File: src/rtl/core/ordered_distinct_filter_defines.svh
// Assertion macros for the ordered distinct filter.
// Needs a clk and an active-low rst_n in the scope of every use.
`ifndef ORDERED_DISTINCT_FILTER_DEFINES_SVH
`define ORDERED_DISTINCT_FILTER_DEFINES_SVH

// Same-cycle implication, checked outside reset.
`define ODF_ASSERT_NOW(lbl, ante, cons, msg) \
  lbl: assert property (@(posedge clk) disable iff (!rst_n) (ante) |-> (cons)) else $error(msg);

// Next-cycle implication, checked outside reset.
`define ODF_ASSERT_NEXT(lbl, ante, cons, msg) \
  lbl: assert property (@(posedge clk) disable iff (!rst_n) (ante) |=> (cons)) else $error(msg);

`endif

File: src/rtl/core/odf_pkg.sv
// Shared types and constants of the ordered distinct filter.
// No dependencies.
`timescale 1ns / 1ps

package odf_pkg;

  localparam int VALUE_W      = 32;
  localparam int TABLE_BITS_W = 4;
  localparam int BITS_W       = 5;
  localparam int EPOCH_W      = 8;

  localparam logic [TABLE_BITS_W-1:0] TABLE_BITS_RST = 4'd12;
  localparam logic [VALUE_W-1:0]      HASH_MULT      = 32'h9E37_79B9;
  localparam logic [VALUE_W-1:0]      KEY_MIN        = 32'h8000_0000;
  localparam logic [EPOCH_W-1:0]      EPOCH_FIRST    = 8'd1;

  typedef struct packed {
    logic signed [VALUE_W-1:0] value;
    logic                      last;
  } in_item_t;

  typedef struct packed {
    logic signed [VALUE_W-1:0] value_out;
    logic                      first_seen;
    logic                      end_of_array;
    logic                      table_full;
  } out_item_t;

  typedef enum logic [3:0] {
    ST_CLEAR = 4'b0001,
    ST_IDLE  = 4'b0010,
    ST_HASH  = 4'b0100,
    ST_PROBE = 4'b1000
  } odf_state_t;

endpackage

File: src/rtl/core/odf_hash.sv
// Multiplicative hash: registered 32x32 product, then top-bits slot select.
// Depends on odf_pkg.
`timescale 1ns / 1ps

module odf_hash import odf_pkg::*; #(
  parameter int AW = 12
) (
  input  logic               clk,
  input  logic               load,
  input  logic [VALUE_W-1:0] value,
  input  logic [BITS_W-1:0]  bits,
  output logic [AW-1:0]      idx
);

  logic [VALUE_W-1:0]   key;
  logic [VALUE_W-1:0]   prod_lo;
  logic [VALUE_W-1:0]   prod_r;
  logic [VALUE_W-1:0]   shifted;

  // Most negative value hashes as zero.
  assign key     = (value == KEY_MIN) ? '0 : value;
  // Only the low word of the product feeds the slot select.
  assign prod_lo = key * HASH_MULT;

  always_ff @(posedge clk) begin
    if (load) begin
      prod_r <= prod_lo;
    end
  end

  // Keep the top bits of the product.
  assign shifted = prod_r >> (6'd32 - {1'b0, bits});
  assign idx     = shifted[AW-1:0];

endmodule

File: config.mk
export PLATFORM = sky130hd
export DESIGN_NAME = odf_hash
export DESIGN_NICKNAME = d
export VERILOG_FILES = /design/src/rtl/core/ordered_distinct_filter_defines.svh /design/src/rtl/core/odf_pkg.sv /design/src/rtl/core/odf_hash.sv
export SDC_FILE = /design/constraint.sdc
export NUM_CORES = 1
export LEC_CHECK = 0
export ABC_AREA = 0
export BUFFER_PORTS_ARGS = -buffer_cell sky130_fd_sc_hd__buf_2
export CORE_AREA = 2 2 167 169
export CTS_BUF_LIST = sky130_fd_sc_hd__clkbuf_2
export CTS_CLUSTER_DIAMETER = 100
export DETAILED_ROUTE_END_ITERATION = 10
export DIE_AREA = 0 0 169 171
export PLACE_DENSITY = 0.65
export SLEW_MARGIN = 30
export SYNTH_ARGS = -nofsm -noshare
export SYNTH_HDL_FRONTEND = slang
export SYNTH_SLANG_ARGS = --single-unit
File: constraint.sdc
create_clock -name clk -period 9.6 [get_ports clk]
set_input_delay 1.92 -clock clk [delete_from_list [all_inputs] [get_ports clk]]
set_output_delay 1.92 -clock clk [all_outputs]
set_load 0.05 [all_outputs]
==> flow_summary_export.csv, run 1 <==
group,metric,value,unit
floorplan,die_height,171,um
worst_setup_path,worstPathArrival,8.16,ns
layout,syn_to_final_growth,4.53,%
timing,setup_viol,0,
detailed_routing,drc,0,
global_routing,grt_pass1_wl,45500,um
synthesis,ys_types,48,
synthesis,async_flop_share,0,
worst_setup_path,cp_max_fo,10,
timing,max_clock_freq,124,MHz
floorplan,core_area,27300,um2
clock_network,cts.sinks,32,
clock_network,numCtsBuffers,5,
worst_setup_path,worstPathRequired,9.68,ns
placement,hpwl,25900,um
layout,reg_top3,"prod_r x32",
job,max_cap_violations,0,
status,status,"completed",
layout,largest_register_ff_count,32,
clock_network,post_cts.repair.setup_buffers,0,
layout,nets,1619,
global_routing,antenna_found_initial,0,
synthesis,synth-seq-cells,32,
detailed_routing,via_per_inst,5.17,
synthesis,postSynthAreaPerCell,10.6,um2
floorplan,initial_core_util,0.441,
synthesis,yosys_warnings,0,
clock_network,hold_buffers,0,
timing,slew_viol_final,0,
worst_setup_path,cp-start-kind,"primary input",
detailed_routing,drt_iter0_markers,319,
floorplan,die_width,169,um
timing,hold_viol,0,
timing,setup-tns-final,0,ns
detailed_routing,avgRoutedWirePerCell,18.9,um
timing,worstMarginPinSlew,0.847,ns
clock_network,root_buffer,"clkbuf_2",
worst_hold_path,hp-class,"in2reg",
synthesis,synth_area,12100,um2
detailed_routing,postRouteWirelength,28400,um
timing,finalCriticalPeriod,8.08,ns
synthesis,syn_nets,1608,
detailed_routing,postRouteAntennaNets,0,
layout,drive_gt1_frac,0.0893,
floorplan,num_rows,61,
floorplan,die-area,28900,um2
global_routing,grt_use_total,0.205,
worst_setup_path,crit_type,"in2reg",
global_routing,grt_pass1_vias,8488,
synthesis,synth_flop_cell,"edfxtp_1",
synthesis,yosys-top-cells-area,"fa_1 38%, ha_1 21%, inv_1 9.6%, edfxtp_1 8.0%, mux4_2 5.6%",
clock_network,cts_tree,"built",
clock_network,clock_path_buffers,2,
placement,numPortBuffers,50,
layout,mostFrequentLayoutCells,"308 x inv_1, 226 x fa_1, 200 x ha_1",
clock_network,clk_pin_slew,0.15,ns
layout,diodes,0,
clock_network,htreeDepth,2,
placement,finalWeightedCongestion,0.942,
synthesis,synth_enable_flop_cells,32,
clock_network,cts_resized,0,
worst_setup_path,cp-end-kind,"flip-flop",
timing,slew_headroom,0.431,
timing,rsz0062_at_grt,"no",
synthesis,ys_seq_area_frac,0.0797,
layout,final_common_cell,"inv_1",
timing,period_share,0.842,
detailed_routing,drtPass1Iterations,4,
global_routing,overflow,0,
synthesis,yosys.area.top_type_share,0.375,
synthesis,synthCells,1143,
layout,largest-register,"prod_r",
layout,fill_cells,2603,
synthesis,yosysTopAreaCell,"fa_1",
detailed_routing,via_count,7752,
floorplan,ios,51,
global_routing,grt_max_degree,39,
[routing by layer]
| metal | wire, um | vias up | GRT usage |
|---|---|---|---|
| met4 | 462 | 0 | 0.0375 |
| met5 | 0 | - | 0 |
| li1 | - | 3639 | - |
| met1 | 12600 | 3921 | 0.272 |
| met2 | 14500 | 165 | 0.374 |
| met3 | 912 | 27 | 0.0155 |
[synth_stat cells (6+ instances only)]
cell,number
nor2_1,31
buf_4,8
ha_1,200
a31oi_1,8
mux4_2,30
nor3_1,8
mux2i_1,19
fa_1,226
clkbuf_1,37
a211oi_1,9
nor2b_1,6
a21o_1,14
a21oi_1,38
xnor2_1,54
nor4_1,8
edfxtp_1,32
nand2_1,26
inv_1,308
nand3_1,9
o21ai_0,10
xor2_1,16
[kinds of logic (layout without fill, tap and decap cells)]
kind of cell | count (synthesis) | count (layout) | share of synthesized area
AND/OR/NAND/NOR | 104 | 104 | 0.0415
adder cells (fa/ha/maj) | 426 | 426 | 0.583
XOR/XNOR | 73 | 73 | 0.0558
flip-flops | 32 | 32 | 0.0797
AO/OA/AOI/OAI | 100 | 100 | 0.0534
buffers and inverters | 358 | 369 | 0.114
multiplexers | 50 | 50 | 0.0727
[worst max-delay path: stages]
cell	delay (ns)
buf_2	0.30
ha_1	0.40
xor2_1	0.24
fa_1	0.47
fa_1	0.53
inv_1	0.06
fa_1	0.47
inv_1	0.05
fa_1	0.45
ha_1	0.30
fa_1	0.48
inv_1	0.05
fa_1	0.47
inv_1	0.04
ha_1	0.35
a211oi_1	0.32
nand2_1	0.10
a2111oi_2	0.32
nor2_1	0.13
a41oi_1	0.28
a211o_1	0.20
o21ai_1	0.09
xnor2_1	0.14
[cell type report]
cell class                 instances  area [um2]  share of cell area
multi-input combinational        753        9740               0.773
inverter                         308        1160              0.0917
sequential                        32         961              0.0762
tap                              346         433              0.0343
timing repair buffer              54         283              0.0224
clock buffer                       6        30.0             0.00238
clock inverter                     1        5.00            0.000397
[worst paths after layout]
| kind | startpoint | end | depth (start not counted) |
|---|---|---|---|
| setup / recovery | value[2] | prod_r[31]$_DFFE_PP_ | 23 |
| hold / removal | value[2] | prod_r[2]$_DFFE_PP_ | 1 |
[per-stage QoR]
stage | util | hold slack (ns) | worst slack, ns | cells | instance area [um2]
finish | 0.461 | 2.00 | 1.52 | 1500 | 12600
global route | 0.461 | 1.97 | 1.23 | 1500 | 12600
CTS | 0.461 | 1.98 | 1.51 | 1500 | 12600
detailed placement | 0.460 | 2.38 | 1.12 | 1493 | 12600
global placement | 0.460 | 2.37 | 1.21 | 1493 | 12600
floorplan | - | 2.03 | 1.60 | 1143 | 12100
Power of run 1 is not shown: default switching activity piles up to over one toggle a cycle in this logic, so the estimate is an artifact.
==> run 2, diff against run 1 <==
Settings changed: PLACE_DENSITY 0.65 to 0.67.
Clock period 9.6 ns to 7 ns, I/O delays scaled along.
==> flow_summary_export.csv, run 2 (synthesis results as in run 1) <==
group,metric,value,unit
worst_setup_path,cp_cell_sequence,"buf_4 -> buf_4 -> ha_1 -> buf_4 -> fa_1 -> fa_1 -> fa_1 -> inv_1 -> fa_1 -> fa_2 -> fa_1 -> fa_2 -> xnor2_2 -> xnor2_1 -> xnor2_1 -> xnor2_1 -> xnor2_1 -> xnor2_1 -> xnor2_1 -> buf_4 -> xnor2_1",
detailed_routing,postRouteWirelength,30600,um
floorplan,ios,51,
placement,numPortBuffers,50,
layout,drive_gt1_frac,0.270,
worst_hold_path,holdPathStages,2,
global_routing,grt_max_degree,39,
timing,setup_viol,0,
clock_network,hold_buffers,0,
layout,mostFrequentLayoutCells,"291 x inv_1, 198 x fa_1, 182 x ha_1",
clock_network,cts_tree,"built",
floorplan,initial_core_util,0.441,
timing,slew_viol_final,0,
timing,worstMarginPinSlew,0.884,ns
timing,whs,1.50,ns
worst_hold_path,hp-class,"in2reg",
timing,finalCriticalPeriod,6.92,ns
detailed_routing,drtPass1Iterations,7,
clock_network,clock_path_buffers,2,
detailed_routing,avgRoutedWirePerCell,18.3,um
timing,period_share,0.989,
clock_network,htreeDepth,2,
layout,fill_cells,2450,
global_routing,grt_use_total,0.224,
clock_network,clk_pin_slew,0.16,ns
timing,hold_viol,0,
floorplan,die-area,28900,um2
clock_network,root_buffer,"clkbuf_2",
worst_setup_path,cp-start-kind,"primary input",
clock_network,numCtsBuffers,5,
detailed_routing,postRouteAntennaNets,0,
timing,slew_headroom,0.407,
detailed_routing,via_per_inst,5.04,
floorplan,die_height,171,um
detailed_routing,drc,0,
placement,finalWeightedCongestion,0.973,
layout,largest_register_ff_count,32,
detailed_routing,drt_iter0_markers,340,
layout,syn_to_final_growth,19.2,%
clock_network,cts.sinks,32,
job,max_cap_violations,0,
floorplan,core_area,27300,um2
worst_setup_path,max_stage_delay,0.61,ns
timing,max_clock_freq,144,MHz
worst_setup_path,worstPathRequired,7.14,ns
layout,reg_top3,"prod_r x32",
floorplan,num_rows,61,
global_routing,antenna_found_initial,1,
worst_setup_path,crit_top_cell,"xnor2_1",
worst_setup_path,cp_slowest_cell,"fa_2",
status,status,"completed",
global_routing,overflow,0,
placement,dp_cells,1658,
floorplan,die_width,169,um
worst_setup_path,worstPathArrival,7.07,ns
worst_setup_path,cp-end-kind,"flip-flop",
layout,final_common_cell,"inv_1",
global_routing,grt_pass1_vias,9449,
layout,largest-register,"prod_r",
worst_setup_path,crit_type,"in2reg",
placement,hpwl,27600,um
detailed_routing,via_count,8425,
global_routing,grt_pass1_wl,49300,um
worst_setup_path,cp_max_fo,8,
layout,final_cells,1673,
timing,rsz0062_at_grt,"yes",
layout,nets,1790,
-- run 2: cell count changes in the layout (fill, tap and decap cells not counted), sizes merged --
cell      previous run  this run
inv                308       306
clkbuf               6         7
clkinvlp             0         4
buf                 54       223
diode                0         1
-- run 2: path summary, 6_finish.rpt --
kind,slack [ns],from,end
hold / removal,1.50,value[2],prod_r[2]$_DFFE_PP_
setup / recovery,0.08,value[14],prod_r[31]$_DFFE_PP_
-- run 2: cell type report --
class | instances | area [um2] | share of cell area
Multi-Input combinational cell | 753 | 10100 | 0.705
Timing Repair Buffer | 225 | 1640 | 0.114
Inverter | 308 | 1170 | 0.0813
Sequential cell | 32 | 961 | 0.0669
Tap cell | 346 | 433 | 0.0301
Clock buffer | 5 | 25.0 | 0.00174
Clock inverter | 3 | 18.8 | 0.00131
Antenna cell | 1 | 2.50 | 0.000174
-- run 2: routing by layer --
layer | vias up | wire, um | global-route usage
li1 | 3981 | - | -
met1 | 4237 | 13200 | 0.285
met2 | 159 | 15500 | 0.408
met3 | 48 | 879 | 0.0162
met4 | 0 | 985 | 0.0691
met5 | - | 0 | 0
-- run 2: worst max-delay path, delay by kind of cell --
kind                     cells  cell delay [ns]
buffers and inverters        5             0.71
adder cells (fa/ha/maj)      8             3.66
XOR/XNOR                     8             1.28
-- run 2: metrics by stage --
step / setup WS (ns) / utilization / TNS [ns] / area, um2
after floorplan: -0.133 / - / -0.328 / 12200
after global placement: -0.452 / 0.510 / -2.90 / 13900
after detailed placement: -0.565 / 0.510 / -3.82 / 13900
after CTS: -0.00479 / 0.514 / -0.00479 / 14000
after global routing: -0.0593 / 0.526 / -0.181 / 14400
final: 0.0781 / 0.526 / 0 / 14400
-- run 2: repair_timing --
| action | CTS | global route |
|---|---|---|
| gates resized for setup | 18 | 84 |
| setup endpoints to repair | 4 | 9 |
| pin swaps | 11 | 60 |
| setup buffers | 2 | 4 |
Power of run 2 is left out for the same reason.
==> run 3, diff against run 2 <==
Settings changed: REMOVE_ABC_BUFFERS from default to 1.
==> flow_summary_export.csv, run 3 (synthesis results as in run 1) <==
group,metric,value,unit
worst_setup_path,crit_type,"in2reg",
detailed_routing,drc,0,
layout,reg_top3,"prod_r x32",
timing,slew_viol_final,0,
worst_setup_path,worstPathArrival,7.17,ns
timing,setup_slack,-0.0180,ns
timing,worstMarginPinSlew,0.870,ns
clock_network,cts_tree,"built",
layout,syn_to_final_growth,20.5,%
timing,max_clock_freq,142,MHz
global_routing,overflow,0,
worst_setup_path,cp-end-kind,"flip-flop",
layout,mostFrequentLayoutCells,"291 x inv_1, 197 x fa_1, 175 x ha_1",
status,violations,"setup timing",
timing,period_share,1.00,
clock_network,root_buffer,"clkbuf_2",
clock_network,clk_pin_slew,0.18,ns
worst_setup_path,worstPathRequired,7.15,ns
worst_setup_path,cp_max_fo,2,
timing,setup-tns-final,-0.0223,ns
clock_network,htreeDepth,2,
job,max_cap_violations,0,
detailed_routing,postRouteWirelength,30800,um
timing,slew_headroom,0.416,
detailed_routing,avgRoutedWirePerCell,18.5,um
placement,hpwl,27600,um
clock_network,clock_path_buffers,2,
timing,hold_viol,0,
layout,largest_register_ff_count,32,
detailed_routing,postRouteAntennaNets,0,
layout,drive_gt1_frac,0.280,
worst_hold_path,hp-class,"in2reg",
floorplan,ios,51,
layout,nets,1787,
global_routing,grt_pass1_vias,9345,
global_routing,grt_max_degree,35,
placement,finalWeightedCongestion,1.01,
timing,setup_viol,2,
worst_hold_path,worstHoldStart,"value[1]",
layout,largest-register,"prod_r",
floorplan,die_height,171,um
clock_network,numCtsBuffers,5,
detailed_routing,drt_iter0_markers,373,
worst_hold_path,holdPathStages,2,
floorplan,core_area,27300,um2
floorplan,die-area,28900,um2
floorplan,num_rows,61,
placement,numPortBuffers,50,
status,status,"complete, but fails checks",
detailed_routing,via_count,8567,
worst_hold_path,holdPathEnd,"prod_r[1]$_DFFE_PP_",
timing,rsz0062_at_grt,"yes",
global_routing,grt_pass1_wl,48500,um
clock_network,hold_buffers,0,
floorplan,die_width,169,um
detailed_routing,via_per_inst,5.13,
global_routing,grt_use_total,0.219,
layout,final_common_cell,"inv_1",
global_routing,antenna_found_initial,0,
clock_network,cts.sinks,32,
floorplan,initial_core_util,0.441,
timing,finalCriticalPeriod,7.02,ns
detailed_routing,drtPass1Iterations,5,
worst_setup_path,cp-start-kind,"primary input",
==> run 3: cell count changes in the layout (fill, tap and decap cells not counted), moves of 2 or more <==
cell,change
inv_6,+2
buf_8,+3
nand3_1,-2
xnor2_2,+2
ha_1,-7
a211oi_2,+2
nand3_2,+2
buf_6,+13
buf_4,-18
ha_4,+7
and2_4,+2
==> run 3: routing by layer <==
metal | track usage | part of all wire
met2 | 0.390 | 0.50
met5 | 0 | 0
met4 | 0.0728 | 0.039
met1 | 0.286 | 0.42
met3 | 0.0141 | 0.038
==> run 3: what timing repair did <==
action | CTS | global route
hold endpoints to repair | 0 | 0
gates resized for setup | 26 | 125
pin swaps | 11 | 72
endpoints found under the setup margin | 6 | 9
setup buffers | 1 | 6
==> run 3: how the worst max path moves through the flow <==
stage	from	to	slack (ns)	cells past startpoint
after global routing	value[8]	prod_r[31]$_DFFE_PP_	-0.11	23
after CTS	value[9]	prod_r[30]$_DFFE_PP_	-0.05	20
after detailed placement	value[10]	prod_r[30]$_DFFE_PP_	-0.64	20
after floorplan	value[10]	prod_r[30]$_DFFE_PP_	-0.34	19
final	value[11]	prod_r[28]$_DFFE_PP_	-0.02	21
after global placement	value[10]	prod_r[30]$_DFFE_PP_	-0.53	20
==> run 3: per-stage QoR <==
step	setup slack (ns)	util	hold WS, ns	area, um2	cells
floorplan	-0.336	-	1.50	11800	1093
global placement	-0.529	0.504	1.93	13800	1654
detailed placement	-0.636	0.505	1.92	13800	1654
CTS	-0.0480	0.510	1.52	13900	1663
global route	-0.115	0.532	1.51	14500	1669
finish	-0.0180	0.532	1.54	14500	1670
==> run 3: layout make-up <==
cell class | instances | area, um2
clock inverter | 3 | 18.8
timing repair buffer | 222 | 1670
multi-input combinational | 753 | 10200
clock buffer | 5 | 25.0
tap | 346 | 433
sequential | 32 | 961
antenna | 1 | 2.50
fill | 2424 | 12800
inverter | 308 | 1170
==> run 3: critical path, stage by stage <==
cell and delay, ns:
buf_8 0.09, inv_6 0.03, fa_1 0.57, fa_2 0.47, fa_1 0.53, inv_1 0.06, fa_2 0.33, fa_1 0.46
fa_1 0.57, fa_1 0.44, fa_1 0.56, ha_4 0.21, a21o_1 0.15, a21o_1 0.17, a21o_1 0.19, nor4_4 0.27
a21oi_2 0.11, buf_4 0.15, a21o_1 0.17, a21oi_2 0.14, xnor2_1 0.09
Power of run 3 is left out for the same reason.
